[src/hw/rtl/lgr_pkg.sv]
// Shared types and constants for the LDA Gibbs topic resampler.
// Holds the channel words, the controller states and the command/status bundles.
// No dependencies.
`default_nettype none
package lgr_pkg;

	localparam int NUM_TOPICS = 16;
	localparam int NUM_DOCS   = 1024;
	localparam int VOCAB_SIZE = 4096;

	localparam int TOPIC_W    = $clog2(NUM_TOPICS);
	localparam int DOC_DEPTH  = NUM_DOCS * NUM_TOPICS;
	localparam int WORD_DEPTH = VOCAB_SIZE * NUM_TOPICS;
	localparam int DOC_AW     = $clog2(DOC_DEPTH);
	localparam int WORD_AW    = $clog2(WORD_DEPTH);
	localparam int CLR_DEPTH  = (DOC_DEPTH > WORD_DEPTH) ? DOC_DEPTH : WORD_DEPTH;
	localparam int CLR_AW     = $clog2(CLR_DEPTH);

	localparam int DOC_CW   = 16;
	localparam int WORD_CW  = 20;
	localparam int TOTAL_CW = 24;
	localparam int BSUM_W   = 24;

	// (ndk<<8)+alpha, (nwk<<8)+beta, their product, (nk<<8)+beta_sum
	localparam int A_W    = DOC_CW + 9;
	localparam int B_W    = WORD_CW + 9;
	localparam int PROD_W = A_W + B_W;
	localparam int DEN_W  = TOTAL_CW + 9;
	localparam int WGT_W  = 32;
	localparam int TOT_W  = WGT_W + TOPIC_W;
	localparam int DIV_CW = $clog2(WGT_W);

	localparam logic [BSUM_W-1:0] BETA_SUM_RESET = BSUM_W'(256);

	localparam logic [1:0] OP_ADD      = 2'd0;
	localparam logic [1:0] OP_RESAMPLE = 2'd1;
	localparam logic [1:0] OP_ALPHA    = 2'd2;

	typedef struct packed {
		logic [1:0]  opcode;
		logic [9:0]  doc_index;
		logic [11:0] word_index;
		logic [3:0]  topic;
		logic [15:0] word_beta;
		logic [15:0] alpha_value;
		logic [31:0] random_fraction;
	} item_word_t;

	typedef struct packed {
		logic [3:0] new_topic;
		logic       status;
	} result_word_t;

	typedef enum logic [3:0] {
		ST_CLEAR, ST_IDLE, ST_DISPATCH, ST_DEC_RD, ST_DEC_WR,
		ST_W_RD, ST_W_MUL, ST_W_DIV0, ST_W_DIV, ST_W_ACC,
		ST_THR_MUL, ST_THR_ADD, ST_SCAN, ST_INC_RD, ST_INC_WR, ST_OUT
	} lgr_state_t;

	typedef struct packed {
		logic clear;
		logic capture;
		logic alpha_wr;
		logic use_j;
		logic upd_wr;
		logic upd_up;
		logic w_mul;
		logic div_init;
		logic div_step;
		logic acc;
		logic thr_mul;
		logic thr_add;
		logic scan_step;
		logic out_load;
	} lgr_cmd_t;

	typedef struct packed {
		logic clear_done;
		logic is_add;
		logic is_resample;
		logic is_alpha;
		logic in_range;
		logic topic_ok;
		logic div_last;
		logic j_last;
		logic scan_done;
		logic out_busy;
	} lgr_status_t;

endpackage
`default_nettype wire

[src/hw/rtl/lgr_ctrl.sv]
// Controller state machine of the LDA Gibbs topic resampler.
// Depends on lgr_pkg for the state, command and status types.
`default_nettype none
module lgr_ctrl (
	input  wire                 clk,
	input  wire                 arst_n,
	input  wire                 item_valid,
	output logic                item_ready,
	input  lgr_pkg::lgr_status_t sts,
	output lgr_pkg::lgr_cmd_t    cmd
);
	import lgr_pkg::*;

	lgr_state_t state_q, state_d;

	always_ff @(posedge clk or negedge arst_n) begin
		if (!arst_n) begin
			state_q <= ST_CLEAR;
		end else begin
			state_q <= state_d;
		end
	end

	always_comb begin
		state_d = state_q;
		case (state_q)
			ST_CLEAR:    if (sts.clear_done) state_d = ST_IDLE;
			ST_IDLE:     if (item_valid) state_d = ST_DISPATCH;
			ST_DISPATCH: begin
				if (sts.is_add && sts.in_range) state_d = ST_INC_RD;
				else if (sts.is_resample && sts.in_range) state_d = ST_DEC_RD;
				else state_d = ST_OUT;
			end
			ST_DEC_RD:   state_d = ST_DEC_WR;
			ST_DEC_WR:   state_d = ST_W_RD;
			ST_W_RD:     state_d = ST_W_MUL;
			ST_W_MUL:    state_d = ST_W_DIV0;
			ST_W_DIV0:   state_d = ST_W_DIV;
			ST_W_DIV:    if (sts.div_last) state_d = ST_W_ACC;
			ST_W_ACC:    state_d = sts.j_last ? ST_THR_MUL : ST_W_RD;
			ST_THR_MUL:  state_d = ST_THR_ADD;
			ST_THR_ADD:  state_d = ST_SCAN;
			ST_SCAN:     if (sts.scan_done) state_d = ST_INC_RD;
			ST_INC_RD:   state_d = ST_INC_WR;
			ST_INC_WR:   state_d = ST_OUT;
			ST_OUT:      if (!sts.out_busy) state_d = ST_IDLE;
			default:     state_d = ST_CLEAR;
		endcase
	end

	always_comb begin
		cmd        = '0;
		item_ready = 1'b0;
		case (state_q)
			ST_CLEAR:    cmd.clear = 1'b1;
			ST_IDLE: begin
				item_ready  = 1'b1;
				cmd.capture = item_valid;
			end
			ST_DISPATCH: cmd.alpha_wr = sts.is_alpha && sts.topic_ok;
			ST_DEC_WR:   cmd.upd_wr = 1'b1;
			ST_W_RD:     cmd.use_j = 1'b1;
			ST_W_MUL:    cmd.w_mul = 1'b1;
			ST_W_DIV0:   cmd.div_init = 1'b1;
			ST_W_DIV:    cmd.div_step = 1'b1;
			ST_W_ACC:    cmd.acc = 1'b1;
			ST_THR_MUL:  cmd.thr_mul = 1'b1;
			ST_THR_ADD:  cmd.thr_add = 1'b1;
			ST_SCAN:     cmd.scan_step = !sts.scan_done;
			ST_INC_WR: begin
				cmd.upd_wr = 1'b1;
				cmd.upd_up = 1'b1;
			end
			ST_OUT:      cmd.out_load = !sts.out_busy;
			default:     cmd = '0;
		endcase
	end

endmodule
`default_nettype wire

[config.mk]
export PLATFORM = sky130hd
export DESIGN_NAME = lgr_ctrl
export DESIGN_NICKNAME = d
export VERILOG_FILES = /design/src/hw/rtl/lgr_pkg.sv /design/src/hw/rtl/lgr_ctrl.sv
export SDC_FILE = /design/constraint.sdc
export NUM_CORES = 1
export LEC_CHECK = 0
export BUFFER_PORTS_ARGS = -buffer_cell sky130_fd_sc_hd__buf_2
export CELL_PAD_IN_SITES_DETAIL_PLACEMENT = 0
export CELL_PAD_IN_SITES_GLOBAL_PLACEMENT = 2
export CORE_MARGIN = 2
export CORE_UTILIZATION = 20
export CTS_CLUSTER_SIZE = 40
export DETAILED_ROUTE_END_ITERATION = 16
export GPL_ROUTABILITY_DRIVEN = 0
export PLACE_DENSITY_LB_ADDON = 0.3
export SLEW_MARGIN = 20
export SYNTH_ARGS = -nofsm -noshare
export SYNTH_HDL_FRONTEND = slang
export SYNTH_SLANG_ARGS = --single-unit
[constraint.sdc]
create_clock -name clk -period 1.5 [get_ports clk]
set_input_delay 0.3 -clock clk [delete_from_list [all_inputs] [get_ports clk]]
set_output_delay 0.3 -clock clk [all_outputs]
set_load 0.03 [all_outputs]
==> summary.txt <==
Run status
  – Status: complete, but fails checks
  – Failing checks: setup timing

Clocking
  – Longest Clk Path Bufs: 2
  – Clk sink count: 4
  – CTS clk-pin slew, worst paths: 0.04 ns
  – CTS tree: done
  – Num CTS Buffers: 3
  – Root buffer cell: clkbuf_4
  – H-tree levels: 1
  – Clock Latency Late Sink: 0.25 ns

Die
  – Starting Density: 0.213
  – Core area: 2230 µm²
  – Full die area: 2780 µm²
  – I/O pins: 28
  – Overall die width: 52.8 µm
  – Die Y: 52.8 µm
  – Num rows: 17

Setup path
  – FF-to-FF path depth: 6
  – R2R Path Start: state_q[3]
  – CP max stage cell: dfrtp_2
  – Critical path class: flop to primary output
  – WP data required: 1.20 ns
  – Crit-path max cell delay: 0.45 ns
  – Worst path arrival time: 1.30 ns
  – CP Launch Point: state_q[2]
  – Cell chain of the critical path: buf_6, nor3_4, and2_4, buf_6
  – Endpoint class of the critical path: primary output
  – Most used cell, CP: buf_6
  – CP Max Fanout: 6
  – Startpoint Class: flop
  – Worst R2R Setup Slack: -0.09 ns

Global route
  – Number of global-route vias before repair: 583
  – Largest net degree at the start of global routing: 8
  – Initial antenna violation count: 0
  – GRT Util Overall: 0.138
  – Gr ovfl total: 0
  – Global-route wire length before repair: 2710 µm

Detailed routing
  – Met2 wire len: 937 µm
  – Routed wl met3: 77 µm
  – Iter 0 DRT Violations: 2
  – WL/cell: 13.1 µm
  – Routed met1 length: 850 µm
  – Max Used Layer: met4
  – Via Count: 682
  – Routed wire length: 1880 µm
  – Final ANT Viol Nets: 0
  – DR pass1 iterations: 4
  – Vias per cell: 4.74
  – Residual DRC: 0

Synth
  – Cell taking the most area after synthesis: dfrtp_1
  – Synth cell types: 27
  – Top_reg_cell synth: dfrtp_1
  – Avg Inst Size Synth: 6.99 µm²
  – Most instantiated cells after synthesis: nor2_1, nand2_1, nor3_1, o21ai_1
  – Post-synth top area share: 0.211
  – Leading post-synthesis cells by cell area: dfrtp_1, nor2_1, nor3b_1
  – Post-Syn Nets: 81
  – Flip-flop and latch count after synthesis: 4
  – Area of the mapped netlist: 475 µm²
  – Number of synthesized flops with an enable pin: 0
  – Most frequent cell after synthesis: nor2_1
  – Asr flop ratio synth: 1.00
  – Synth Warn #: 0
  – Post-Synthesis Cells: 68
  – Seq/Total Area, Yosys: 0.211

Final layout
  – Sequential cell area: 105 µm²
  – Largest register FFs: 4
  – Multi-input logic area: 484 µm²
  – Layout cells sized above 1: 0.672
  – Post-route cell area: 1030 µm²
  – Filler-free cell count of the finished design: 144
  – Top reg by flops: state_q
  – # nets final: 131
  – Fill count: 231
  – ANT cells: 0
  – Synth-to-layout area growth: 117%
  – Biggest regs: state_q (4)

Timing
  – Final Hold Viols: 0
  – Worst-margin pin slew: 0.336 ns
  – Finish-stage setup viols: 14
  – RSZ-0062 raised after global routing: true
  – Fmax achieved: 625 MHz
  – Clock Skew: 0.00326 ns
  – Crit share post-route: 1.07
  – Setup ws final: -0.101 ns
  – Fin. max-slew vios: 0
  – Slew HR: 0.775
  – Smallest hold slack: 0.389 ns
  – Final worst path period need: 1.60 ns

Pwr
  – Pleak: 0.482 nW
  – Pwr dens: 2190 nW/µm²
  – Maximum vdd drop: 1.01 mV

Placed design
  – HPWL reported at the end of detailed placement: 1290 µm
  – Pre-CTS WS: -0.00991 ns
  – Post-DP Area: 732 µm²
  – Dpl cells: 130
  – Port Buf Inserts: 27

Job
  – MaxCap Viol Count: 0

Hold path
  – HP Class: input pin to async pin
-- per-stage QoR --
| step | utilization | setup TNS [ns] | total power, mW |
|---|---|---|---|
| floorplan | - | -0.365 | 1.08 |
| global placement | 0.328 | -0.0111 | 1.46 |
| detailed placement | 0.328 | -0.0130 | 1.47 |
| CTS | 0.419 | -0.744 | 2.03 |
| global route | 0.462 | -1.52 | 2.40 |
| finish | 0.462 | -0.766 | 2.26 |
-- final cells by class --
type                       instances  area share
timing repair buffer              49       0.369
clock buffer                       3      0.0218
tap                               28      0.0340
multi-input combinational         59       0.470
inverter                           1     0.00364
sequential                         4       0.102
-- final timing paths --
kind | to
setup / recovery | cmd[12]
min in group clk | state_q[1]
hold / removal | state_q[2]
setup reg to reg | state_q[2]
hold reg to reg | state_q[0]
max in group asynchronous | state_q[0]
-- cell families (layout without fill, tap and decap cells) --
family,Yosys count,in the layout,synth area share
AND/OR/NAND/NOR,41,41,0.466
AO/OA/AOI/OAI,17,17,0.245
flip-flops,4,4,0.211
buffers and inverters,5,53,0.0605
XOR/XNOR,1,1,0.0184
-- routing by layer --
metal / GRT usage / vias up
met1: 0.171 / 318
met4: 0.0641 / 0
met3: 0.0286 / 2
met2: 0.225 / 19
li1: - / 343
met5: 0 / -
-- critical path, delay by kind of cell (launching register included) --
kind / cells / cell delay, ns
simple gates: 2 / 0.33
buf+inv: 2 / 0.27
flops: 1 / 0.45
-- what timing repair did --
item	in CTS	in global routing
cloned	0	0
endpoints found under the hold margin	4	0
pin swaps	2	3
hold buffers	1	0
buffers inserted	7	3
resized for setup	38	18
setup endpoints to repair	17	18
-- cells in the final DEF, fill, tap and decap left out --
master / netlist / final
o21ai_0: 2 / 1
a41oi_2: 0 / 1
nor2b_1: 1 / 1
nor2_2: 0 / 3
and3b_1: 2 / 2
and2_1: 3 / 1
and3_1: 1 / 1
o21ai_2: 0 / 2
dlygate4sd3_1: 0 / 1
nor4_4: 0 / 1
nand2_1: 6 / 6
a21boi_1: 1 / 1
nor3_2: 0 / 3
nand3_1: 1 / 1
nor2_1: 11 / 5
buf_2: 2 / 14
nor2_4: 0 / 3
nand2b_4: 0 / 4
a31oi_1: 3 / 3
clkbuf_4: 0 / 4
dfrtp_2: 0 / 4
o211a_1: 1 / 1
buf_6: 0 / 12
a41oi_1: 2 / 1
o21a_1: 1 / 1
nor3b_1: 4 / 3
a311o_1: 1 / 1
nor3_4: 0 / 2
o21ai_1: 5 / 4
or3_4: 1 / 1
nor3b_2: 0 / 1
inv_1: 1 / 1
xor2_1: 1 / 1
and2_4: 0 / 2
o21ba_1: 1 / 1
buf_4: 2 / 21
or2_0: 1 / 1
-- power breakdown --
part	switching [mW]	internal, mW	total (mW)
Combinational	0.907	0.909	1.82
Clock	0.0565	0.0903	0.147
Sequential	0.116	0.177	0.292
Total	1.08	1.18	2.26
(Power assumes the default switching activity.)
